[src/hrs_pkg.sv]
`timescale 1ns / 1ps
// Shared types and constants for the heightmap resample/smooth block.
// No dependencies; every other file but hrs_ram.sv refers to this package by scoped names.
package hrs_pkg;

	// Sizing defaults
	localparam int MAX_SRC_SIDE = 256;
	localparam int OUT_WIDTH    = 128;
	localparam int OUT_HEIGHT   = 128;

	// Field widths
	localparam int OUT_COL_W   = (OUT_WIDTH > 2) ? $clog2(OUT_WIDTH) : 1;
	localparam int OUT_ROW_W   = (OUT_HEIGHT > 2) ? $clog2(OUT_HEIGHT) : 1;
	localparam int ADDR_W      = 16;
	localparam int STORE_DEPTH = 65536;
	localparam int SAMPLE_W    = 8;
	localparam int STEP_W      = 24;
	localparam int CFG_SIDE_W  = 9;
	localparam int FRAC_W      = 16;
	localparam int NUM_TAPS    = 5;
	localparam int TAPS_W      = 3;
	localparam int AVG_SUM_W   = 11;

	// Configuration port
	localparam int CFG_IDX_W  = 2;
	localparam int CFG_DATA_W = 24;

	localparam logic [CFG_IDX_W-1:0] REG_SRC_WIDTH  = CFG_IDX_W'(0);
	localparam logic [CFG_IDX_W-1:0] REG_SRC_HEIGHT = CFG_IDX_W'(1);
	localparam logic [CFG_IDX_W-1:0] REG_X_STEP     = CFG_IDX_W'(2);
	localparam logic [CFG_IDX_W-1:0] REG_Y_STEP     = CFG_IDX_W'(3);

	// Register reset values (steps are 2.0 in Q8.16)
	localparam logic [CFG_SIDE_W-1:0] RST_SRC_WIDTH  = CFG_SIDE_W'(256);
	localparam logic [CFG_SIDE_W-1:0] RST_SRC_HEIGHT = CFG_SIDE_W'(256);
	localparam logic [STEP_W-1:0]     RST_X_STEP     = STEP_W'(131072);
	localparam logic [STEP_W-1:0]     RST_Y_STEP     = STEP_W'(131072);

	// Command codes
	localparam logic ACT_LOAD  = 1'b0;
	localparam logic ACT_QUERY = 1'b1;

	// Tap slots: center, up, down, left, right
	localparam int TAP_C = 0;
	localparam int TAP_U = 1;
	localparam int TAP_D = 2;
	localparam int TAP_L = 3;
	localparam int TAP_R = 4;

	typedef logic [ADDR_W-1:0]   addr_t;
	typedef logic [SAMPLE_W-1:0] sample_t;

	typedef struct packed {
		logic                 action;
		logic [ADDR_W-1:0]    src_index;
		logic [SAMPLE_W-1:0]  sample;
		logic [OUT_COL_W-1:0] out_col;
		logic [OUT_ROW_W-1:0] out_row;
	} in_item_t;

	typedef struct packed {
		logic [SAMPLE_W-1:0] height_avg;
		logic [TAPS_W-1:0]   taps_used;
	} out_item_t;

	// Query beat leaving address generation, with its tap enables
	typedef struct packed {
		logic valid;
		logic use_up;
		logic use_dn;
		logic use_lf;
		logic use_rt;
	} tap_ctl_t;

	// Sample write shared by all tap memories
	typedef struct packed {
		logic                en;
		logic [ADDR_W-1:0]   addr;
		logic [SAMPLE_W-1:0] data;
	} ram_wr_t;

endpackage

[src/hrs_cfg.sv]
`timescale 1ns / 1ps
// Configuration registers and saturated source dimensions.
// Depends on hrs_pkg.
module hrs_cfg #(
	parameter int MAX_SRC_SIDE = hrs_pkg::MAX_SRC_SIDE,
	localparam int SIDE_W = $clog2(MAX_SRC_SIDE + 1)
) (
	input  logic                           clk,
	input  logic                           arst_n,
	input  logic                           cfg_valid,
	output logic                           cfg_ready,
	input  logic [hrs_pkg::CFG_IDX_W-1:0]  cfg_index,
	input  logic [hrs_pkg::CFG_DATA_W-1:0] cfg_data,
	output logic [SIDE_W-1:0]              src_w,
	output logic [SIDE_W-1:0]              src_h,
	output logic [hrs_pkg::STEP_W-1:0]     x_step,
	output logic [hrs_pkg::STEP_W-1:0]     y_step
);

	localparam int CMP_W = (hrs_pkg::CFG_SIDE_W > SIDE_W) ? hrs_pkg::CFG_SIDE_W + 1 : SIDE_W + 1;

	logic [hrs_pkg::CFG_SIDE_W-1:0] src_width_q;
	logic [hrs_pkg::CFG_SIDE_W-1:0] src_height_q;
	logic [hrs_pkg::STEP_W-1:0]     x_step_q;
	logic [hrs_pkg::STEP_W-1:0]     y_step_q;

	// Clamp a programmed side to [2, MAX_SRC_SIDE]
	function automatic logic [SIDE_W-1:0] sat_side(input logic [hrs_pkg::CFG_SIDE_W-1:0] v);
		logic [CMP_W-1:0]  e;
		logic [SIDE_W-1:0] r;
		e = CMP_W'(v);
		if (e < CMP_W'(2)) begin
			r = SIDE_W'(2);
		end else if (e > CMP_W'(MAX_SRC_SIDE)) begin
			r = SIDE_W'(MAX_SRC_SIDE);
		end else begin
			r = SIDE_W'(e);
		end
		return r;
	endfunction

	// Register writes; always ready
	always_ff @(posedge clk or negedge arst_n) begin
		if (!arst_n) begin
			src_width_q  <= hrs_pkg::RST_SRC_WIDTH;
			src_height_q <= hrs_pkg::RST_SRC_HEIGHT;
			x_step_q     <= hrs_pkg::RST_X_STEP;
			y_step_q     <= hrs_pkg::RST_Y_STEP;
		end else if (cfg_valid) begin
			unique case (cfg_index)
				hrs_pkg::REG_SRC_WIDTH:  src_width_q  <= cfg_data[hrs_pkg::CFG_SIDE_W-1:0];
				hrs_pkg::REG_SRC_HEIGHT: src_height_q <= cfg_data[hrs_pkg::CFG_SIDE_W-1:0];
				hrs_pkg::REG_X_STEP:     x_step_q     <= cfg_data[hrs_pkg::STEP_W-1:0];
				hrs_pkg::REG_Y_STEP:     y_step_q     <= cfg_data[hrs_pkg::STEP_W-1:0];
				default: ;
			endcase
		end
	end

	assign cfg_ready = 1'b1;
	assign src_w     = sat_side(src_width_q);
	assign src_h     = sat_side(src_height_q);
	assign x_step    = x_step_q;
	assign y_step    = y_step_q;

endmodule

[config.mk]
export PLATFORM = sky130hd
export DESIGN_NAME = hrs_cfg
export DESIGN_NICKNAME = d
export VERILOG_FILES = /design/src/hrs_pkg.sv /design/src/hrs_cfg.sv
export SDC_FILE = /design/constraint.sdc
export NUM_CORES = 1
export LEC_CHECK = 0
export ABC_CLOCK_PERIOD_IN_PS = 1200
export BUFFER_PORTS_ARGS = -buffer_cell sky130_fd_sc_hd__buf_2
export CORE_ASPECT_RATIO = 0.8
export CORE_UTILIZATION = 40
export DETAILED_ROUTE_END_ITERATION = 16
export PLACE_DENSITY = 0.79
export SLEW_MARGIN = 10
export SYNTH_ARGS = -nofsm -noshare
export SYNTH_HDL_FRONTEND = slang
export SYNTH_SLANG_ARGS = --single-unit
[constraint.sdc]
create_clock -name clk -period 1.2 [get_ports clk]
set_input_delay 0.12 -clock clk [delete_from_list [all_inputs] [get_ports clk]]
set_output_delay 0.12 -clock clk [all_outputs]
set_load 0.02 [all_outputs]
==> flow_metrics.env <==
export IMPL_layout_min_cycle_time_ns=1.90
export IMPL_fin_nets=320
export IMPL_syn_avg_cell_area_sq_um=15.6
export IMPL_rsz0062_at_grt="yes"
export IMPL_startpoint="src_height_q[5]"
export IMPL_synth_nets=199
export IMPL_fmax_mhz=526
export IMPL_drc=0
export IMPL_grt_pass1_wl_mm=8.98
export IMPL_cp_end_kind="output pin"
export IMPL_syn2layout_area_growth_pct=43.1
export IMPL_dieArea_sq_mm=0.00698
export IMPL_finalWirelength_mm=5.98
export IMPL_outcome="finished, violations left"
export IMPL_fin_skew_ns=0
export IMPL_cts_buffer_depth=2
export IMPL_ir_drop_mv=1.00
export IMPL_drt_iter0_markers=45
export IMPL_vias=1862
export IMPL_clk_latency_ns=0.33
export IMPL_yosys_cell_types_count=19
export IMPL_netlist_area_leader_share=0.584
export IMPL_cts_tree="done"
export IMPL_synth_seq_cells=66
export IMPL_clock_power_share=0.263
export IMPL_port_buffers=94
export IMPL_power_frac_seq=0.419
export IMPL_drt_pass1_iter_count=4
export IMPL_dp_hpwl_mm=4.02
export IMPL_p_int_uw=4690
export IMPL_fin_util=0.594
export IMPL_endpoint="src_h[0]"
export IMPL_ios=96
export IMPL_yosys_top_cells_area="dfrtp_1 (58%), mux2_2 (28%), dfstp_2 (4.0%)"
export IMPL_yosysWarnings=0
export IMPL_violations="negative setup slack"
export IMPL_max_cap_violations=0
export IMPL_hold_class="in2reg"
export IMPL_cts_sinks=66
export IMPL_num_rows=26
export IMPL_r2r_start="src_height_q[8]"
export IMPL_finalWorstSetupSlack_ns=-0.702
export IMPL_crit_arrival_ns=1.78
export IMPL_grt_pass1_vias=1739
export IMPL_cts_made_buffers=9
export IMPL_hold_ws_ns=0.0231
export IMPL_antenna_found_initial=0
export IMPL_htree_levels=3
export IMPL_leakage_uw=0.00182
export IMPL_die_h_um=74.9
export IMPL_ff2ff_setup_slack_ns=0.28
export IMPL_combinationalPowerShare=0.318
export IMPL_start_util=0.415
export IMPL_crit_type="reg2out"
export IMPL_synthCells=170
export IMPL_p_switching_uw=2220
export IMPL_worstPathMaxFanout=2
export IMPL_overflow=0
export IMPL_synth_main_ff_cell="dfrtp_1"
export IMPL_yosys_area_top_type="dfrtp_1"
export IMPL_powerDensity_mw_per_mm2=1820
export IMPL_viasPerCell=4.90
export IMPL_grt_usage=0.176
export IMPL_grt_max_degree=67
export IMPL_reg2reg_to="src_height_q[8]"
export IMPL_synthesis_area_sq_mm=0.00266
export IMPL_die_width_um=93.1
export IMPL_synthTopCellsByCount="mux2_2 (66), dfrtp_1 (62), nor2b_1 (14), clkbuf_1 (4), dfstp_2 (4)"
export IMPL_period_share=1.59
export IMPL_wire_per_inst_um=15.7
export IMPL_setup_tns_ns=-5.20
export IMPL_cp_start_kind="register"
export IMPL_crit_required_ns=1.08
export IMPL_synth_edf_count=0
export IMPL_slew_viol_final=0
export IMPL_cts_root_buf="clkbuf_8"
export IMPL_ant_nets=0
export IMPL_switching_share=0.322
export IMPL_ys_async_sr_fraction=1.00
export IMPL_reg2reg_depth=2
export IMPL_place_congestion=0.798
export IMPL_yosys_cell_count_top_type="mux2_2"
export IMPL_ys_seq_area_frac=0.623
export IMPL_nFillCells=523
export IMPL_layout_drive_gt1_share=0.733
export IMPL_core_region_area_sq_mm=0.00641
export IMPL_dp_slack_ns=-0.329
export IMPL_clkTransAtPathRegs_ns=0.08
export IMPL_antenna_cells=0
export IMPL_final_hold_viol_count=0
export IMPL_setup_viol=18
power groups by stage:
stage               Clock (uW)  Sequential (uW)  Combinational (uW)
global route              1970             2960                2330
finish                    1820             2900                2200
floorplan                    0             3300                 754
CTS                       1870             2900                2060
global placement             0             2910                1850
detailed placement           0             2940                1890
what timing repair did:
action,4_1_cts,5_1_grt
pin swaps,2,1
gates resized for setup,17,26
setup buffers,5,2
hold buffers,1,0
hold endpoints to repair,62,0
endpoints found under the setup margin,18,18
cloned,0,0
cells by family (layout without fill, tap and decap cells):
logic type      count (synthesis)  count (layout)  share of synthesized area
buf+inv                        11             137                     0.0212
other cells                     1               1                    0.00141
compound gates                  4               4                     0.0141
mux                            66              66                      0.280
simple gates                   22              22                     0.0603
flops                          66              66                      0.623
cell type report:
class / count / area [sq um] / share of cell area
Sequential cell: 66 / 1660 / 0.436
Multi-Input combinational cell: 93 / 1010 / 0.266
Timing Repair Buffer: 120 / 832 / 0.219
Clock buffer: 9 / 124 / 0.0326
Tap cell: 84 / 105 / 0.0276
Clock inverter: 7 / 70.1 / 0.0184
Inverter: 1 / 3.75 / 0.000987
flip-flops by register name (all words and copies together), names as in the netlist:
name          count
x_step           24
src_height_q      9
y_step           24
src_width_q       9
worst max-delay path: stages, from the launching register on:
cell and delay [ns]:
dfrtp_1 0.39, or4_4 0.56, o41a_1 0.35, buf_6 0.15
worst min path at each step:
stage,startpoint,slack (ns),to,cells past startpoint
2_1_floorplan,arst_n,-0.18,src_height_q[0],0
3_3_place_gp,arst_n,0.16,y_step[5],2
3_5_place_dp,arst_n,0.17,y_step[10],2
4_1_cts,cfg_data[16],0.008,y_step[16],2
5_1_grt,cfg_data[14],0.006,x_step[14],2
6_report,cfg_data[9],0.02,x_step[9],2
per-layer routing:
layer	GRT usage	part of all wire
met5	0	0
met4	0.0564	0.012
met3	0.0616	0.056
met2	0.275	0.48
met1	0.234	0.45
through the flow:
stage	instance area (sq um)	power, uW	std cells
3_5_place_dp	3390	4830	356
2_1_floorplan	2680	4050	170
4_1_cts	3700	6820	378
6_report	3800	6910	380
5_1_grt	3800	7260	380
3_3_place_gp	3390	4760	356
layout by cell type (no fill, tap or decap), drive strengths merged:
cell / Yosys / layout
o41ai: 1 / 1
nor2b: 14 / 14
o41a: 2 / 2
nand2b: 1 / 1
o22ai: 1 / 1
dfrtp: 62 / 62
mux2: 66 / 66
conb: 1 / 1
bufinv: 0 / 1
buf: 6 / 119
or4: 3 / 3
dfstp: 4 / 4
nand3b: 2 / 2
dlygate4sd3: 0 / 1
clkinvlp: 0 / 1
inv: 1 / 1
nand3: 1 / 1
clkinv: 0 / 5
clkbuf: 4 / 9
nor3b: 1 / 1
(Power assumes the default switching activity.)
