### src/hrs_pkg.sv
`timescale 1ns / 1ps
// Shared types and constants for the heightmap resample/smooth block.
// No dependencies; every other file but hrs_ram.sv refers to this package by scoped names.
package hrs_pkg;

	// Sizing defaults
	localparam int MAX_SRC_SIDE = 256;
	localparam int OUT_WIDTH    = 128;
	localparam int OUT_HEIGHT   = 128;

	// Field widths
	localparam int OUT_COL_W   = (OUT_WIDTH > 2) ? $clog2(OUT_WIDTH) : 1;
	localparam int OUT_ROW_W   = (OUT_HEIGHT > 2) ? $clog2(OUT_HEIGHT) : 1;
	localparam int ADDR_W      = 16;
	localparam int STORE_DEPTH = 65536;
	localparam int SAMPLE_W    = 8;
	localparam int STEP_W      = 24;
	localparam int CFG_SIDE_W  = 9;
	localparam int FRAC_W      = 16;
	localparam int NUM_TAPS    = 5;
	localparam int TAPS_W      = 3;
	localparam int AVG_SUM_W   = 11;

	// Configuration port
	localparam int CFG_IDX_W  = 2;
	localparam int CFG_DATA_W = 24;

	localparam logic [CFG_IDX_W-1:0] REG_SRC_WIDTH  = CFG_IDX_W'(0);
	localparam logic [CFG_IDX_W-1:0] REG_SRC_HEIGHT = CFG_IDX_W'(1);
	localparam logic [CFG_IDX_W-1:0] REG_X_STEP     = CFG_IDX_W'(2);
	localparam logic [CFG_IDX_W-1:0] REG_Y_STEP     = CFG_IDX_W'(3);

	// Register reset values (steps are 2.0 in Q8.16)
	localparam logic [CFG_SIDE_W-1:0] RST_SRC_WIDTH  = CFG_SIDE_W'(256);
	localparam logic [CFG_SIDE_W-1:0] RST_SRC_HEIGHT = CFG_SIDE_W'(256);
	localparam logic [STEP_W-1:0]     RST_X_STEP     = STEP_W'(131072);
	localparam logic [STEP_W-1:0]     RST_Y_STEP     = STEP_W'(131072);

	// Command codes
	localparam logic ACT_LOAD  = 1'b0;
	localparam logic ACT_QUERY = 1'b1;

	// Tap slots: center, up, down, left, right
	localparam int TAP_C = 0;
	localparam int TAP_U = 1;
	localparam int TAP_D = 2;
	localparam int TAP_L = 3;
	localparam int TAP_R = 4;

	typedef logic [ADDR_W-1:0]   addr_t;
	typedef logic [SAMPLE_W-1:0] sample_t;

	typedef struct packed {
		logic                 action;
		logic [ADDR_W-1:0]    src_index;
		logic [SAMPLE_W-1:0]  sample;
		logic [OUT_COL_W-1:0] out_col;
		logic [OUT_ROW_W-1:0] out_row;
	} in_item_t;

	typedef struct packed {
		logic [SAMPLE_W-1:0] height_avg;
		logic [TAPS_W-1:0]   taps_used;
	} out_item_t;

	// Query beat leaving address generation, with its tap enables
	typedef struct packed {
		logic valid;
		logic use_up;
		logic use_dn;
		logic use_lf;
		logic use_rt;
	} tap_ctl_t;

	// Sample write shared by all tap memories
	typedef struct packed {
		logic                en;
		logic [ADDR_W-1:0]   addr;
		logic [SAMPLE_W-1:0] data;
	} ram_wr_t;

endpackage

### src/hrs_avg.sv
`timescale 1ns / 1ps
// Tap summation and division by the tap count, then the result register.
// Depends on hrs_pkg.
module hrs_avg (
	input  logic                                       clk,
	input  logic                                       arst_n,
	input  hrs_pkg::tap_ctl_t                          ctl,
	input  hrs_pkg::sample_t [hrs_pkg::NUM_TAPS-1:0]   rdata,
	output logic                                       done,
	output hrs_pkg::out_item_t                         result
);

	localparam int SW  = hrs_pkg::AVG_SUM_W;
	localparam int TW  = hrs_pkg::TAPS_W;
	localparam int MW  = SW + 14;
	// floor(s/3) = (s*2731)>>13 and floor(s/5) = (s*3277)>>14 for s up to 5*255
	localparam logic [MW-1:0] DIV3_MUL = MW'(2731);
	localparam logic [MW-1:0] DIV5_MUL = MW'(3277);

	function automatic hrs_pkg::sample_t div_taps(input logic [SW-1:0] s, input logic [TW-1:0] n);
		logic [MW-1:0] m3, m5;
		logic [SW-1:0] q;
		m3 = (MW'(s) * DIV3_MUL) >> 13;
		m5 = (MW'(s) * DIV5_MUL) >> 14;
		unique case (n)
			TW'(2):  q = s >> 1;
			TW'(3):  q = m3[SW-1:0];
			TW'(4):  q = s >> 2;
			TW'(5):  q = m5[SW-1:0];
			default: q = s;
		endcase
		return q[hrs_pkg::SAMPLE_W-1:0];
	endfunction

	hrs_pkg::tap_ctl_t  ctl_s6;
	logic               vld_s7;
	logic [SW-1:0]      sum_s7;
	logic [TW-1:0]      cnt_s7;
	logic               vld_s8;
	hrs_pkg::out_item_t res_s8;

	logic [SW-1:0] sum_d;
	logic [TW-1:0] cnt_d;

	// Masked sum of the enabled taps
	always_comb begin
		sum_d = SW'(rdata[hrs_pkg::TAP_C])
			+ (ctl_s6.use_up ? SW'(rdata[hrs_pkg::TAP_U]) : SW'(0))
			+ (ctl_s6.use_dn ? SW'(rdata[hrs_pkg::TAP_D]) : SW'(0))
			+ (ctl_s6.use_lf ? SW'(rdata[hrs_pkg::TAP_L]) : SW'(0))
			+ (ctl_s6.use_rt ? SW'(rdata[hrs_pkg::TAP_R]) : SW'(0));
		cnt_d = TW'(1) + TW'(ctl_s6.use_up) + TW'(ctl_s6.use_dn)
			+ TW'(ctl_s6.use_lf) + TW'(ctl_s6.use_rt);
	end

	// Valid bits
	always_ff @(posedge clk or negedge arst_n) begin
		if (!arst_n) begin
			ctl_s6 <= '0;
			vld_s7 <= 1'b0;
			vld_s8 <= 1'b0;
		end else begin
			ctl_s6 <= ctl;
			vld_s7 <= ctl_s6.valid;
			vld_s8 <= vld_s7;
		end
	end

	// Payload
	always_ff @(posedge clk) begin
		sum_s7            <= sum_d;
		cnt_s7            <= cnt_d;
		res_s8.height_avg <= div_taps(sum_s7, cnt_s7);
		res_s8.taps_used  <= cnt_s7;
	end

	assign done   = vld_s8;
	assign result = res_s8;

endmodule
### config.mk
export PLATFORM = sky130hd
export DESIGN_NAME = hrs_avg
export DESIGN_NICKNAME = d
export VERILOG_FILES = /design/src/hrs_pkg.sv /design/src/hrs_avg.sv
export SDC_FILE = /design/constraint.sdc
export NUM_CORES = 1
export LEC_CHECK = 0
export ABC_AREA = 1
export BUFFER_PORTS_ARGS = -buffer_cell sky130_fd_sc_hd__buf_2
export CAP_MARGIN = 20
export CORE_ASPECT_RATIO = 1.75
export CORE_UTILIZATION = 35
export CTS_CLUSTER_DIAMETER = 40
export DETAILED_ROUTE_END_ITERATION = 12
export PLACE_DENSITY = 0.58
export SYNTH_ARGS = -nofsm -noshare
export SYNTH_HDL_FRONTEND = slang
export SYNTH_SLANG_ARGS = --single-unit
### constraint.sdc
create_clock -name clk -period 6.18 [get_ports clk]
set_clock_uncertainty 0.1 [all_clocks]
set_input_delay 0.618 -clock clk [delete_from_list [all_inputs] [get_ports clk]]
set_output_delay 0.618 -clock clk [all_outputs]
set_load 0.01 [all_outputs]
==> results of run 1 <==
## cell type report
cell class / count / area (um2)
clock buffer: 5 / 125
clock inverter: 3 / 18.8
fill: 2013 / 11300
inverter: 230 / 863
multi-input combinational: 594 / 5130
sequential: 32 / 676
tap: 238 / 298
timing repair buffer: 58 / 290
## per-layer routing
metal,vias to the layer above,wire [um],track usage
met2,100,9940,0.386
met4,0,762,0.0773
met5,-,0,0
met3,33,352,0.00880
li1,2783,-,-
met1,2553,5700,0.160
## worst max-delay path, stage by stage (launching register included)
cell and delay (ps):
dfxtp_1 560, ha_1 270, xnor2_1 170, inv_1 130, ha_1 190, o21bai_1 240
fa_1 530, fa_1 510, inv_1 50, fa_1 530, inv_1 50, ha_1 370
nand2_1 110, nor2_1 170, inv_2 60, nor2_1 120, nand4_1 140, nand3_1 110
nand2_1 60, nand3_1 200, nand4_1 180
## per-stage QoR
stage           util  cells
2_1_floorplan      -    860
3_3_place_gp   0.389   1152
3_5_place_dp   0.389   1152
4_1_cts        0.397   1160
5_1_grt        0.397   1160
6_report       0.397   1160
## placed cells by master (no fill, tap or decap), types with 4 or more instances in the layout
cell | synthesis | final
nor3_1 | 4 | 4
nor2_2 | 4 | 4
buf_2 | 0 | 58
inv_2 | 5 | 5
dfxtp_1 | 25 | 25
nand2_1 | 174 | 174
xnor2_1 | 4 | 4
nand3b_1 | 4 | 4
o21bai_1 | 9 | 9
nor2_1 | 44 | 44
nand4_1 | 13 | 13
inv_1 | 225 | 225
o21ai_1 | 13 | 13
xor2_1 | 10 | 10
dfrtp_1 | 7 | 7
a21oi_1 | 35 | 35
ha_1 | 134 | 134
o21ai_0 | 8 | 8
fa_1 | 84 | 84
nand3_1 | 36 | 36
clkbuf_16 | 0 | 5
a21o_1 | 5 | 5
## logic make-up (layout without fill, tap and decap cells)
kind of cell	count (synthesis)	in the layout	synth area share
adders and majority gates	218	218	0.502
buffers and inverters	234	296	0.131
and+or+nand+nor	285	285	0.180
AOI/OAI and AO/OA	77	77	0.0670
xor gates and xnor gates	14	14	0.0183
DFF	32	32	0.101
## registers in the layout, summed over array words and instances (netlist names)
| register | flops |
|---|---|
| result | 11 |
| cnt_s7 | 3 |
| ctl_s6 | 5 |
| sum_s7 | 11 |
| done | 1 |
| vld_s7 | 1 |
## worst max-delay path by stage
stage | end | slack [ps] | cells after the start
after floorplan | result[5] | 1900 | 17
after global placement | result[10] | 1220 | 20
after detailed placement | result[10] | 1210 | 20
after CTS | result[10] | 1180 | 20
after global routing | result[10] | 900 | 20
final | result[10] | 1180 | 20
==> flow_summary.yaml, run 1 <==
synth:
  synth_top_area_cell: "fa_1"
  postSynthCellCount: 860
  ys_ff_latch: 32
  synth_warnings: 0
  synth-async-reset-ratio: 0.219
  synthFlopType: "dfxtp_1"
  synth_area_leaders: "fa_1 (25%), ha_1 (25%), inv_1 (13%), nand2_1 (9.8%), dfxtp_1 (7.5%)"
  syn-cell-area_um2: 6680
  synth_fp_nets: 1125
  synth.most_common_cell: "inv_1"
  synth_seq_area_share: 0.101
  synth_top_area_share: 0.252
  synth_edf_count: 0
  ys_types: 32
  netlist_top_cells_count: "inv_1 (225), nand2_1 (174), ha_1 (134), fa_1 (84), nor2_1 (44)"
  syn_avg_cell_area_um2: 7.77
setup_path:
  worstSetupPathType: "register to register"
  required_ps: 6200
  startpoint_type: "register"
  crit_start: "sum_s7[8]"
  r2r-start: "sum_s7[8]"
  r2r_cells: 20
  end_kind: "register"
  path_max_fanout: 8
  worstReg2RegEnd: "result[10]"
  r2r_slack_ps: 1180
  cp.arrival_ps: 5020
place:
  gp_congestion: 0.898
  place_area_um2: 7260
  place_ws_ps: 1210
  io_buffers: 58
  place_hpwl_um: 15400
timing:
  finalSetupViolCount: 0
  tns_ps: 0
  fin_ws_ps: 1180
  period_share: 0.810
  hold-worst-slack_ps: 61.4
  worst_pin_slew_ps: 820
  fmax_ghz: 0.200
  finalHoldViolCount: 0
  rsz0062_at_grt: "no"
  slew_viol_final: 0
  slew_headroom: 0.451
  post-route-min-period_ps: 5000
routing:
  drcViolationCount: 0
  drt_iter0_markers: 159
  wl_per_cell_um: 14.4
  ant_nets: 0
  via_per_inst: 4.71
  wl_um: 16800
  via_count: 5469
  first_pass_iters: 7
flow_run:
  cap_violations: 0
grt:
  grt_pass1_vias: 5758
  grt_overflow: 0
  grt_max_degree: 12
  gr-usage-all-layers: 0.177
  grt_antenna_before_repair: 0
  grt_pass1_wl_um: 26700
cts:
  hold_buffers: 0
  clk_path_buf_depth: 2
  cts_tree: "built"
  post_cts_buffers: 0
  ctsResizeCount: 0
  clk_latency_ps: 270
  clock_sinks: 32
  cts_max_level: 2
  root_buffer: "clkbuf_16"
  numCtsBuffers: 5
  clk_pin_slew_ps: 60
floorplan:
  dieHeight_um: 185
  row_count: 66
  coreArea_um2: 18700
  die_x_um: 106
  dieArea_um2: 19700
  start_util: 0.358
  pin_count: 59
outcome:
  status: "finished, final reports clean"
final_layout:
  synthToLayoutAreaGrowth_pct: 10.7
  num_antenna_cells: 0
  drive_above_1_share: 0.0857
  fin_nets: 1186
  design_area_um2: 7400
hold_path:
  hp-class: "input port to async pin"
Power of run 1 is left out: the tool's default activity adds up to more than one toggle a clock period on the data nets, which glitch-free logic cannot reach.
==> run 2, diff against run 1 <==
==> constraint.sdc (replaced) <==
create_clock -name clk -period 4.7 [get_ports clk]
set_clock_uncertainty 0.1 [all_clocks]
set_input_delay 0.47 -clock clk [delete_from_list [all_inputs] [get_ports clk]]
set_output_delay 0.47 -clock clk [all_outputs]
set_load 0.01 [all_outputs]
==> run 2 against run 1 <==
Compared with the run above: cell area is 4.5% higher; die area stayed put; flip-flop and latch count stayed put; via count is 2.5% higher; utilization is 1.8 points higher; routed wire length is 1.4% higher; count of clock-buffer cells in the layout is 2 higher; final cell count is 2.7% higher; non-clock buffer count is 31 higher; critical endpoint is now result[5].
==> flow_summary.yaml, run 2 (synthesis results as in run 1) <==
routing:
  drt_iter0_markers: 206
  via_per_inst: 4.70
  drcViolationCount: 0
  ant_nets: 0
  first_pass_iters: 4
  wl_per_cell_um: 14.3
  via_count: 5603
  wl_um: 17000
final_layout:
  fin_nets: 1217
  layout_commonest_cell: "inv_1"
  seq_area_um2: 682
  synthToLayoutAreaGrowth_pct: 15.8
  num_antenna_cells: 0
  final.fill_count: 2015
  multi_input_area_um2: 5220
  drive_above_1_share: 0.140
  mostFrequentLayoutCells: "inv_1 (225), nand2_1 (171), ha_1 (129)"
setup_path:
  worstSetupPathType: "register to register"
  startpoint_type: "register"
  slowest_stage: "fa_1"
  required_ps: 4810
  end_kind: "register"
  path_max_fanout: 3
  cp.arrival_ps: 4650
  cp_cell_sequence: "inv_1 > ha_1 > fa_1 > inv_1 > fa_1 > inv_1 > fa_1 > inv_1 > fa_1 > ha_1 > a21oi_2 > buf_4 > o21ai_1 > a21oi_1 > a21oi_1 > nor2_4 > nor2_1 > nor2_1"
  slowest_delay_ps: 570
floorplan:
  row_count: 66
  start_util: 0.358
  dieHeight_um: 185
  pin_count: 59
  die_x_um: 106
  dieArea_um2: 19700
  coreArea_um2: 18700
timing:
  finalHoldViolCount: 0
  fmax_ghz: 0.220
  slew_headroom: 0.459
  finalSetupViolCount: 0
  rsz0062_at_grt: "yes"
  period_share: 0.965
  slew_viol_final: 0
  post-route-min-period_ps: 4540
  worst_pin_slew_ps: 808
  hold-worst-slack_ps: 194
grt:
  grt_antenna_before_repair: 0
  grt_pass1_wl_um: 27700
  grt_overflow: 0
  grt_max_degree: 11
  grt_pass1_vias: 5966
  gr-usage-all-layers: 0.183
cts:
  cts_tree: "built"
  clk_latency_ps: 280
  clock_sinks: 32
  clk_path_buf_depth: 2
  clk_pin_slew_ps: 50
  numCtsBuffers: 5
  cts_max_level: 2
  root_buffer: "clkbuf_16"
place:
  gp_congestion: 0.901
  place_hpwl_um: 15700
  io_buffers: 58
flow_run:
  cap_violations: 0
outcome:
  status: "finished, final reports clean"
hold_path:
  hp-class: "input port to register"
[run 2: per-stage QoR]
stage	instances	setup slack [ps]	util	instance area (um2)	setup TNS (ps)
6_report	1191	163	0.415	7740	0
5_1_grt	1191	-2.71	0.415	7740	-3.80
4_1_cts	1190	2.88	0.409	7630	0
3_5_place_dp	1181	27.1	0.401	7470	0
3_3_place_gp	1181	60.3	0.401	7470	0
2_1_floorplan	860	421	-	6680	0
[run 2: final timing paths]
path	start	end	slack, ps	cells past startpoint
max	sum_s7[3]	result[5]	160	18
min	ctl[4]	ctl_s6[4]	190	1
max reg2reg	sum_s7[3]	result[5]	160	18
min reg2reg	vld_s7	done	250	0
max in group asynchronous	arst_n	ctl_s6[3]	3910	2
min in group asynchronous	arst_n	ctl_s6[1]	450	2
[run 2: final cells by class]
| cell class | count | area share |
|---|---|---|
| Multi-Input combinational cell | 594 | 0.674 |
| Inverter | 230 | 0.112 |
| Sequential cell | 32 | 0.0881 |
| Timing Repair Buffer | 89 | 0.0679 |
| Tap cell | 238 | 0.0385 |
| Clock buffer | 7 | 0.0184 |
| Clock inverter | 1 | 0.000970 |
[run 2: worst max-delay path: cells and delay by family, from the launching register on]
family,cells,cell delay [ps]
buffers and inverters,5,440
adders and majority gates,6,2630
DFF,1,370
and+or+nand+nor,3,320
AOI/OAI and AO/OA,4,600
[run 2: layer usage]
layer,wire length [um],vias up,track usage,share of wire
li1,-,2829,-,-
met1,5750,2618,0.165,0.34
met2,9830,111,0.379,0.58
met3,315,45,0.0148,0.019
met4,1100,0,0.110,0.065
met5,0,-,0,0
[run 2: repair_timing]
action	in CTS	in global routing
hold endpoints to repair	7	0
setup buffers	0	1
hold buffers	1	0
gates resized for setup	0	27
setup endpoints to repair	0	7
Power of run 2 is left out for the same reason.
