--- src/hrs_pkg.sv ---
`timescale 1ns / 1ps
// Shared types and constants for the heightmap resample/smooth block.
// No dependencies; every other file but hrs_ram.sv refers to this package by scoped names.
package hrs_pkg;

	// Sizing defaults
	localparam int MAX_SRC_SIDE = 256;
	localparam int OUT_WIDTH    = 128;
	localparam int OUT_HEIGHT   = 128;

	// Field widths
	localparam int OUT_COL_W   = (OUT_WIDTH > 2) ? $clog2(OUT_WIDTH) : 1;
	localparam int OUT_ROW_W   = (OUT_HEIGHT > 2) ? $clog2(OUT_HEIGHT) : 1;
	localparam int ADDR_W      = 16;
	localparam int STORE_DEPTH = 65536;
	localparam int SAMPLE_W    = 8;
	localparam int STEP_W      = 24;
	localparam int CFG_SIDE_W  = 9;
	localparam int FRAC_W      = 16;
	localparam int NUM_TAPS    = 5;
	localparam int TAPS_W      = 3;
	localparam int AVG_SUM_W   = 11;

	// Configuration port
	localparam int CFG_IDX_W  = 2;
	localparam int CFG_DATA_W = 24;

	localparam logic [CFG_IDX_W-1:0] REG_SRC_WIDTH  = CFG_IDX_W'(0);
	localparam logic [CFG_IDX_W-1:0] REG_SRC_HEIGHT = CFG_IDX_W'(1);
	localparam logic [CFG_IDX_W-1:0] REG_X_STEP     = CFG_IDX_W'(2);
	localparam logic [CFG_IDX_W-1:0] REG_Y_STEP     = CFG_IDX_W'(3);

	// Register reset values (steps are 2.0 in Q8.16)
	localparam logic [CFG_SIDE_W-1:0] RST_SRC_WIDTH  = CFG_SIDE_W'(256);
	localparam logic [CFG_SIDE_W-1:0] RST_SRC_HEIGHT = CFG_SIDE_W'(256);
	localparam logic [STEP_W-1:0]     RST_X_STEP     = STEP_W'(131072);
	localparam logic [STEP_W-1:0]     RST_Y_STEP     = STEP_W'(131072);

	// Command codes
	localparam logic ACT_LOAD  = 1'b0;
	localparam logic ACT_QUERY = 1'b1;

	// Tap slots: center, up, down, left, right
	localparam int TAP_C = 0;
	localparam int TAP_U = 1;
	localparam int TAP_D = 2;
	localparam int TAP_L = 3;
	localparam int TAP_R = 4;

	typedef logic [ADDR_W-1:0]   addr_t;
	typedef logic [SAMPLE_W-1:0] sample_t;

	typedef struct packed {
		logic                 action;
		logic [ADDR_W-1:0]    src_index;
		logic [SAMPLE_W-1:0]  sample;
		logic [OUT_COL_W-1:0] out_col;
		logic [OUT_ROW_W-1:0] out_row;
	} in_item_t;

	typedef struct packed {
		logic [SAMPLE_W-1:0] height_avg;
		logic [TAPS_W-1:0]   taps_used;
	} out_item_t;

	// Query beat leaving address generation, with its tap enables
	typedef struct packed {
		logic valid;
		logic use_up;
		logic use_dn;
		logic use_lf;
		logic use_rt;
	} tap_ctl_t;

	// Sample write shared by all tap memories
	typedef struct packed {
		logic                en;
		logic [ADDR_W-1:0]   addr;
		logic [SAMPLE_W-1:0] data;
	} ram_wr_t;

endpackage

--- src/hrs_addr.sv ---
`timescale 1ns / 1ps
// Address generation pipeline: position, tap tests, clamping and the five
// sample addresses; loads ride along and write at the read stage. Depends on hrs_pkg.
module hrs_addr #(
	parameter int MAX_SRC_SIDE = hrs_pkg::MAX_SRC_SIDE,
	localparam int SIDE_W = $clog2(MAX_SRC_SIDE + 1)
) (
	input  logic                                        clk,
	input  logic                                        arst_n,
	input  logic                                        in_valid,
	input  hrs_pkg::in_item_t                           in_item,
	input  logic [SIDE_W-1:0]                           src_w,
	input  logic [SIDE_W-1:0]                           src_h,
	input  logic [hrs_pkg::STEP_W-1:0]                  x_step,
	input  logic [hrs_pkg::STEP_W-1:0]                  y_step,
	output hrs_pkg::tap_ctl_t                           ctl,
	output hrs_pkg::addr_t [hrs_pkg::NUM_TAPS-1:0]      raddr,
	output hrs_pkg::ram_wr_t                            wr
);

	localparam int FW     = hrs_pkg::FRAC_W;
	localparam int IDX_W  = (MAX_SRC_SIDE > 2) ? $clog2(MAX_SRC_SIDE) : 1;
	localparam int YR_W   = hrs_pkg::OUT_ROW_W + hrs_pkg::STEP_W;
	localparam int XP_W   = hrs_pkg::OUT_COL_W + hrs_pkg::STEP_W;
	localparam int MP_W   = (YR_W > XP_W) ? YR_W : XP_W;
	localparam int POS_W  = ((MP_W > SIDE_W + FW) ? MP_W : SIDE_W + FW) + 2;
	localparam int IP_W   = POS_W - FW;
	localparam int PROD_W = IDX_W + SIDE_W;
	localparam int ASUM_W = ((PROD_W > hrs_pkg::ADDR_W) ? PROD_W : hrs_pkg::ADDR_W) + 1;

	localparam logic [POS_W-1:0] Q_ONE  = POS_W'(1) << FW;
	localparam logic [POS_W-1:0] Q_HALF = POS_W'(1) << (FW - 1);

	// Q position (two's complement) to a row/column index clamped to [0, n-1]
	function automatic logic [IDX_W-1:0] clamp_idx(input logic [POS_W-1:0] v,
		input logic [SIDE_W-1:0] n);
		logic [IP_W-1:0]  ip;
		logic [IDX_W-1:0] r;
		ip = v[POS_W-1:FW];
		if (v[POS_W-1]) begin
			r = '0;
		end else if (ip >= IP_W'(n)) begin
			r = IDX_W'(n - SIDE_W'(1));
		end else begin
			r = ip[IDX_W-1:0];
		end
		return r;
	endfunction

	// Row base plus column, wrapped to the store depth
	function automatic hrs_pkg::addr_t addr_of(input logic [PROD_W-1:0] base,
		input logic [IDX_W-1:0] col);
		logic [ASUM_W-1:0] s;
		s = ASUM_W'(base) + ASUM_W'(col);
		return s[hrs_pkg::ADDR_W-1:0];
	endfunction

	// Stage 1: captured beat
	logic              vld_s1;
	hrs_pkg::in_item_t item_s1;

	// Stage 2: products
	logic             vld_s2, qry_s2;
	hrs_pkg::addr_t   idx_s2;
	hrs_pkg::sample_t smp_s2;
	logic [YR_W-1:0]  yr_s2;
	logic [XP_W-1:0]  xp_s2;

	// Stage 3: source position
	logic             vld_s3, qry_s3;
	hrs_pkg::addr_t   idx_s3;
	hrs_pkg::sample_t smp_s3;
	logic [POS_W-1:0] yr_s3;
	logic [POS_W-1:0] xr_s3;

	// Stage 4: tap tests and clamped indices
	logic             vld_s4, qry_s4;
	hrs_pkg::addr_t   idx_s4;
	hrs_pkg::sample_t smp_s4;
	logic             up_s4, dn_s4, lf_s4, rt_s4;
	logic [IDX_W-1:0] rc_s4, ru_s4, rd_s4;
	logic [IDX_W-1:0] cc_s4, cl_s4, cr_s4;

	// Stage 5: row bases, memory access
	logic              vld_s5, qry_s5;
	hrs_pkg::addr_t    idx_s5;
	hrs_pkg::sample_t  smp_s5;
	logic              up_s5, dn_s5, lf_s5, rt_s5;
	logic [PROD_W-1:0] bc_s5, bu_s5, bd_s5;
	logic [IDX_W-1:0]  cc_s5, cl_s5, cr_s5;

	logic [POS_W-1:0] hm2_q, wm2_q;

	assign hm2_q = POS_W'({SIDE_W'(src_h - SIDE_W'(2)), FW'(0)});
	assign wm2_q = POS_W'({SIDE_W'(src_w - SIDE_W'(2)), FW'(0)});

	// Valid bits
	always_ff @(posedge clk or negedge arst_n) begin
		if (!arst_n) begin
			vld_s1 <= 1'b0;
			vld_s2 <= 1'b0;
			vld_s3 <= 1'b0;
			vld_s4 <= 1'b0;
			vld_s5 <= 1'b0;
		end else begin
			vld_s1 <= in_valid;
			vld_s2 <= vld_s1;
			vld_s3 <= vld_s2;
			vld_s4 <= vld_s3;
			vld_s5 <= vld_s4;
		end
	end

	// Payload
	always_ff @(posedge clk) begin
		item_s1 <= in_item;

		qry_s2 <= (item_s1.action == hrs_pkg::ACT_QUERY);
		idx_s2 <= item_s1.src_index;
		smp_s2 <= item_s1.sample;
		yr_s2  <= YR_W'(item_s1.out_row) * YR_W'(y_step);
		xp_s2  <= XP_W'(item_s1.out_col) * XP_W'(x_step);

		qry_s3 <= qry_s2;
		idx_s3 <= idx_s2;
		smp_s3 <= smp_s2;
		yr_s3  <= POS_W'(yr_s2);
		xr_s3  <= POS_W'({src_w, FW'(0)}) - POS_W'(xp_s2);

		qry_s4 <= qry_s3;
		idx_s4 <= idx_s3;
		smp_s4 <= smp_s3;
		up_s4  <= $signed(yr_s3) >= $signed(Q_ONE);
		dn_s4  <= $signed(yr_s3) <= $signed(hm2_q);
		lf_s4  <= $signed(xr_s3) >= $signed(Q_ONE);
		rt_s4  <= $signed(xr_s3) <= $signed(wm2_q);
		rc_s4  <= clamp_idx(yr_s3, src_h);
		ru_s4  <= clamp_idx(yr_s3 - Q_HALF, src_h);
		rd_s4  <= clamp_idx(yr_s3 + Q_HALF, src_h);
		cc_s4  <= clamp_idx(xr_s3, src_w);
		cl_s4  <= clamp_idx(xr_s3 - Q_HALF, src_w);
		cr_s4  <= clamp_idx(xr_s3 + Q_HALF, src_w);

		qry_s5 <= qry_s4;
		idx_s5 <= idx_s4;
		smp_s5 <= smp_s4;
		up_s5  <= up_s4;
		dn_s5  <= dn_s4;
		lf_s5  <= lf_s4;
		rt_s5  <= rt_s4;
		bc_s5  <= PROD_W'(rc_s4) * PROD_W'(src_w);
		bu_s5  <= PROD_W'(ru_s4) * PROD_W'(src_w);
		bd_s5  <= PROD_W'(rd_s4) * PROD_W'(src_w);
		cc_s5  <= cc_s4;
		cl_s5  <= cl_s4;
		cr_s5  <= cr_s4;
	end

	// Tap addresses: up/down share the center column, left/right the center row
	assign raddr[hrs_pkg::TAP_C] = addr_of(bc_s5, cc_s5);
	assign raddr[hrs_pkg::TAP_U] = addr_of(bu_s5, cc_s5);
	assign raddr[hrs_pkg::TAP_D] = addr_of(bd_s5, cc_s5);
	assign raddr[hrs_pkg::TAP_L] = addr_of(bc_s5, cl_s5);
	assign raddr[hrs_pkg::TAP_R] = addr_of(bc_s5, cr_s5);

	assign ctl.valid  = vld_s5 & qry_s5;
	assign ctl.use_up = up_s5;
	assign ctl.use_dn = dn_s5;
	assign ctl.use_lf = lf_s5;
	assign ctl.use_rt = rt_s5;

	// Loads write in the same stage that queries read, keeping beat order
	assign wr.en   = vld_s5 & ~qry_s5;
	assign wr.addr = idx_s5;
	assign wr.data = smp_s5;

endmodule

--- config.mk ---
export PLATFORM = sky130hd
export DESIGN_NAME = hrs_addr
export DESIGN_NICKNAME = d
export VERILOG_FILES = /design/src/hrs_pkg.sv /design/src/hrs_addr.sv
export SDC_FILE = /design/constraint.sdc
export NUM_CORES = 2
export LEC_CHECK = 0
export BUFFER_PORTS_ARGS = -buffer_cell sky130_fd_sc_hd__buf_2
export CELL_PAD_IN_SITES_DETAIL_PLACEMENT = 1
export CELL_PAD_IN_SITES_GLOBAL_PLACEMENT = 1
export CORE_AREA = 4 4 239 265
export DETAILED_ROUTE_END_ITERATION = 8
export DIE_AREA = 0 0 243 269
export PLACE_DENSITY_LB_ADDON = 0.25
export SLEW_MARGIN = 20
export SYNTH_ARGS = -nofsm -noshare
export SYNTH_HDL_FRONTEND = slang
export SYNTH_SLANG_ARGS = --single-unit
export TNS_END_PERCENT = 30
--- constraint.sdc ---
create_clock -name clk -period 16.6 [get_ports clk]
set_clock_uncertainty 0.15 [all_clocks]
set_input_delay 1.66 -clock clk [delete_from_list [all_inputs] [get_ports clk]]
set_output_delay 1.66 -clock clk [all_outputs]
set_load 0.05 [all_outputs]
==> results.txt <==
The share of synthesized area in the top cell type comes to 25.1%. The count of final max-slew check failures came out at 0. The wire length reported by the detailed router came out at 78100 microns. The worst flop-to-flop path startpoint is item_s1[4]$_DFF_P_. The width of the die came out at 243 microns. The number of instances on the worst hold path came out at 0. The final worst-path setup slack is 10.17 ns. The sequential fraction of the synthesis area is 25.5%. The count of nets left with antenna violations once routing finished came out at 0. The post-synthesis compound-gate area fraction is 7.59%. The average wire per cell in the routed design came out at 18.2 microns. After filler insertion, the fill cell instance count of the layout stands at 6872.

The overall global routing resource usage is 24.1%. Among all flip-flop cells after synthesis, the most frequent one is dfxtp_1. The initial standard-cell utilization of the core is 51.7%. The average cell area after synthesis came out at 9.46 sq um. Yosys printed 0 warnings. The clock insertion delay at the later pin of the skew report is 0.60 ns.

The count of hold buffers inserted by post-cts repair came out at 0. Setup violations remaining at the end of the flow were counted as 0. The placer congestion estimate is 0.910. The root buffer cell chosen for the clock tree is clkbuf_16. Data on the critical path is required at its endpoint by 16.91 ns. The boundary pin count came out at 218. The setup path with the least slack is of type in -> reg. The filler-free cell count of the finished design came out at 4291. The global route total overflow is 0. The clock period could shrink to 6.43 ns. The run finished with clean final reports.

The total number of vias is 23000. The cell depth of the worst flop-to-flop path is 17. The TritonCTS clock tree is done.

The reg-to-reg critical path endpoint is yr_s2[26]$_DFF_P_. In this run the static leakage power is 0.0172 uW. The cell count after synthesis came out at 3310. STA classifies the critical path endpoint as a register. The path with the worst hold slack has its endpoint at up_s5$_DFF_P_.

The multiplexer share of the synthesized area is 1.43%. Of all flip-flops after synthesis, the portion carrying an async set or reset was 1.26%. The netlist uses 70 different library cells. The max-capacitance violation count is 0.

The post-CTS setup buffer count is 0. The arrival time of the worst setup path is 6.73 ns. The placed cell count is 4211. The number of flops mapped to enable cells by yosys is 0. The largest net degree at the start of global routing is 34.

The area inside the core boundary is 60600 sq um. In the post-synthesis netlist, the biggest area contributors are dfxtp_1 (25%), fa_1 (22%), ha_1 (13%). The worst-path maximum fanout is 7. For the pin with the worst max-slew slack, the measured transition is 1.08 ns.

Summing every instance area after synthesis gives 31300 sq um. The number of nets in the synthesized netlist is 4097. In the final layout, the share of cells above drive strength 1 is 9.14%. The startpoint identified for the worst hold timing path is up_s4$_DFF_P_. Measured against its own limit, the worst slew margin works out to 28.0%.

The adder and majority gate portion of the synthesized area is 35.4%. By area, the combinational part of the netlist is dominated by adder cells. The post-detailed-route via-to-cell ratio is 5.35. The H-tree was split into 2 levels. STA classifies the critical path startpoint as an input port. The minimum setup slack among reg-to-reg paths is 10.45 ns. The library cell used most frequently in the layout, excluding fill and tap cells, is inv_1.

The remaining routing DRC violations came out at 0. The top cell types in the final layout, fill and taps aside, are inv_1 (482), dfxtp_1 (392), fa_1 (346). The worst setup slack before clock tree synthesis is 9.57 ns.

Once detailed placement completed, the half-perimeter wirelength came to 62100 microns. From bottom edge to top edge, the die measures 269 microns. At the end of the flow, the number of nets in the layout was 4266.

The worst IR drop on VDD is 126 uV. The count of endpoints failing hold in the final timing report came out at 0. The number of I/O port buffers is 217. The area overhead of the layout relative to synthesis is 10.5%. The number of DRC markers in iteration 0 came out at 733.

The setup TNS came out at 0 ns. The post-cts sizing count came out at 0. The worst hold path belongs to the class reg -> reg. Dividing the final minimum period by the clock period gives 38.7%. The largest total area in the synthesized netlist belongs to dfxtp_1.

The clock transition time at the flip-flop clock pins of the worst setup and hold paths is 0.06 ns. The number of antenna violations at the first check in global routing is 2. The largest buffer count on any clock path came out at 3.

The total die area came out at 65400 sq um. Setup repair after global routing left no endpoint under its margin. Final hold analysis gives a worst-case slack of 0.168 ns. The simple-gate area share of the yosys netlist came out at 16.5%. The number of global-route vias before repair came out at 26100. The global-route wire length before repair is 130000 microns. The xor and xnor area share after synthesis came out at 6.68%. The CTS buffer count came out at 42. The flip-flop and latch count after synthesis came out at 397.

The maximum frequency from static timing analysis came out at 0.156 GHz. Before antenna repair, the detailed router went through 4 iterations. The number of clock sinks seen by CTS is 397.

The initialized floorplan defines 95 standard-cell rows. The power per cell area came out at 186 nW/um^2.
worst max-delay path: stages:
cell,delay [ns]
buf_2,0.15
and2_1,0.17
fa_1,0.50
fa_1,0.52
fa_1,0.55
inv_1,0.06
fa_1,0.54
inv_1,0.05
ha_1,0.37
inv_1,0.08
or4_4,0.54
or3b_1,0.39
a31oi_2,0.27
a2bb2oi_2,0.22
a41o_2,0.28
a311o_2,0.19
a21oi_2,0.06
xnor2_1,0.12
power by group:
| group | internal (uW) | total, uW | switching (uW) |
|---|---|---|---|
| clock network | 643 | 1070 | 422 |
| logic | 1590 | 3880 | 2290 |
| registers | 1240 | 1500 | 263 |
layer usage:
layer  vias to the layer above  GRT usage, %  routed length, microns
met5                         -             0                       0
met1                     11600          29.0                   32400
met2                       388          44.8                   40700
li1                      10900             -                       -
met3                       133          3.04                    2750
met4                         0          7.77                    2240
cell families (layout without fill, tap and decap cells):
kind of cell,after synthesis,after routing
and+or+nand+nor,1017,1017
other,0,2
AOI/OAI and AO/OA,361,361
xor gates and xnor gates,239,239
DFF,397,397
muxes,43,43
buffers and inverters,574,777
adders and majority gates,679,679
worst max path at each step:
stage                         to  slack (ns)  startpoint  cells after the start
3_5_place_dp   yr_s2[26]$_DFF_P_        9.57   y_step[3]                     18
4_1_cts        yr_s2[26]$_DFF_P_       10.17   y_step[3]                     18
5_1_grt        xp_s2[26]$_DFF_P_        9.95   x_step[4]                     18
2_1_floorplan  yr_s2[26]$_DFF_P_       10.08   y_step[3]                     17
3_3_place_gp   yr_s2[26]$_DFF_P_        9.75   y_step[3]                     18
6_report       yr_s2[26]$_DFF_P_       10.17   y_step[4]                     18
synth_stat cells (4+ instances only):
| library cell | n |
|---|---|
| o31a_1 | 6 |
| mux2_2 | 14 |
| nor4_1 | 14 |
| dfxtp_1 | 392 |
| fa_1 | 346 |
| buf_1 | 7 |
| a21boi_0 | 11 |
| ha_1 | 333 |
| nor2_1 | 147 |
| nand2_1 | 311 |
| nand2b_1 | 30 |
| buf_4 | 5 |
| clkbuf_1 | 74 |
| dfrtp_1 | 5 |
| xnor2_1 | 163 |
| nor3_1 | 35 |
| nand4_1 | 20 |
| o21ai_0 | 68 |
| inv_1 | 482 |
| or2_2 | 5 |
| nand3_1 | 51 |
| a21o_1 | 51 |
| a21oi_1 | 101 |
| o21a_1 | 19 |
| a41o_1 | 4 |
| a211oi_1 | 20 |
| a31oi_1 | 14 |
| and3_1 | 15 |
| o21bai_1 | 14 |
| xor2_1 | 76 |
| or4_1 | 7 |
| mux2i_1 | 29 |
| nor2b_1 | 22 |
| and2_1 | 331 |
| and4_1 | 4 |
| o31ai_1 | 9 |
| o211ai_1 | 7 |
| or3_1 | 12 |
| buf_2 | 5 |
stage by stage:
step           utilization [%]  total power, uW  instance area (sq um)
2_1_floorplan                -             4470                  31300
3_3_place_gp              54.4             5190                  33000
3_5_place_dp              54.4             5400                  33000
4_1_cts                   57.1             6520                  34600
5_1_grt                   57.1             7090                  34600
6_report                  57.1             6450                  34600
sequential cells by signal, indices dropped and copies added (netlist names), 16 cells and up:
name and cells:
yr_s3 31, idx_s2 16, bd_s5 16, bu_s5 16
idx_s5 16, item_s1 39, idx_s3 16, yr_s2 31
idx_s4 16, xp_s2 31, bc_s5 16, xr_s3 32
area by class of cell:
type	count	area [sq um]	area share, %
flip-flops and latches	397	7970	23.0
multi-input cells	2339	21200	61.1
inverters	482	1810	5.23
clock inverters	28	480	1.39
well taps	776	971	2.80
diodes	2	5.00	0.0145
clock buffers	50	1130	3.27
repair buffers	217	1090	3.14
(Power assumes the default switching activity.)
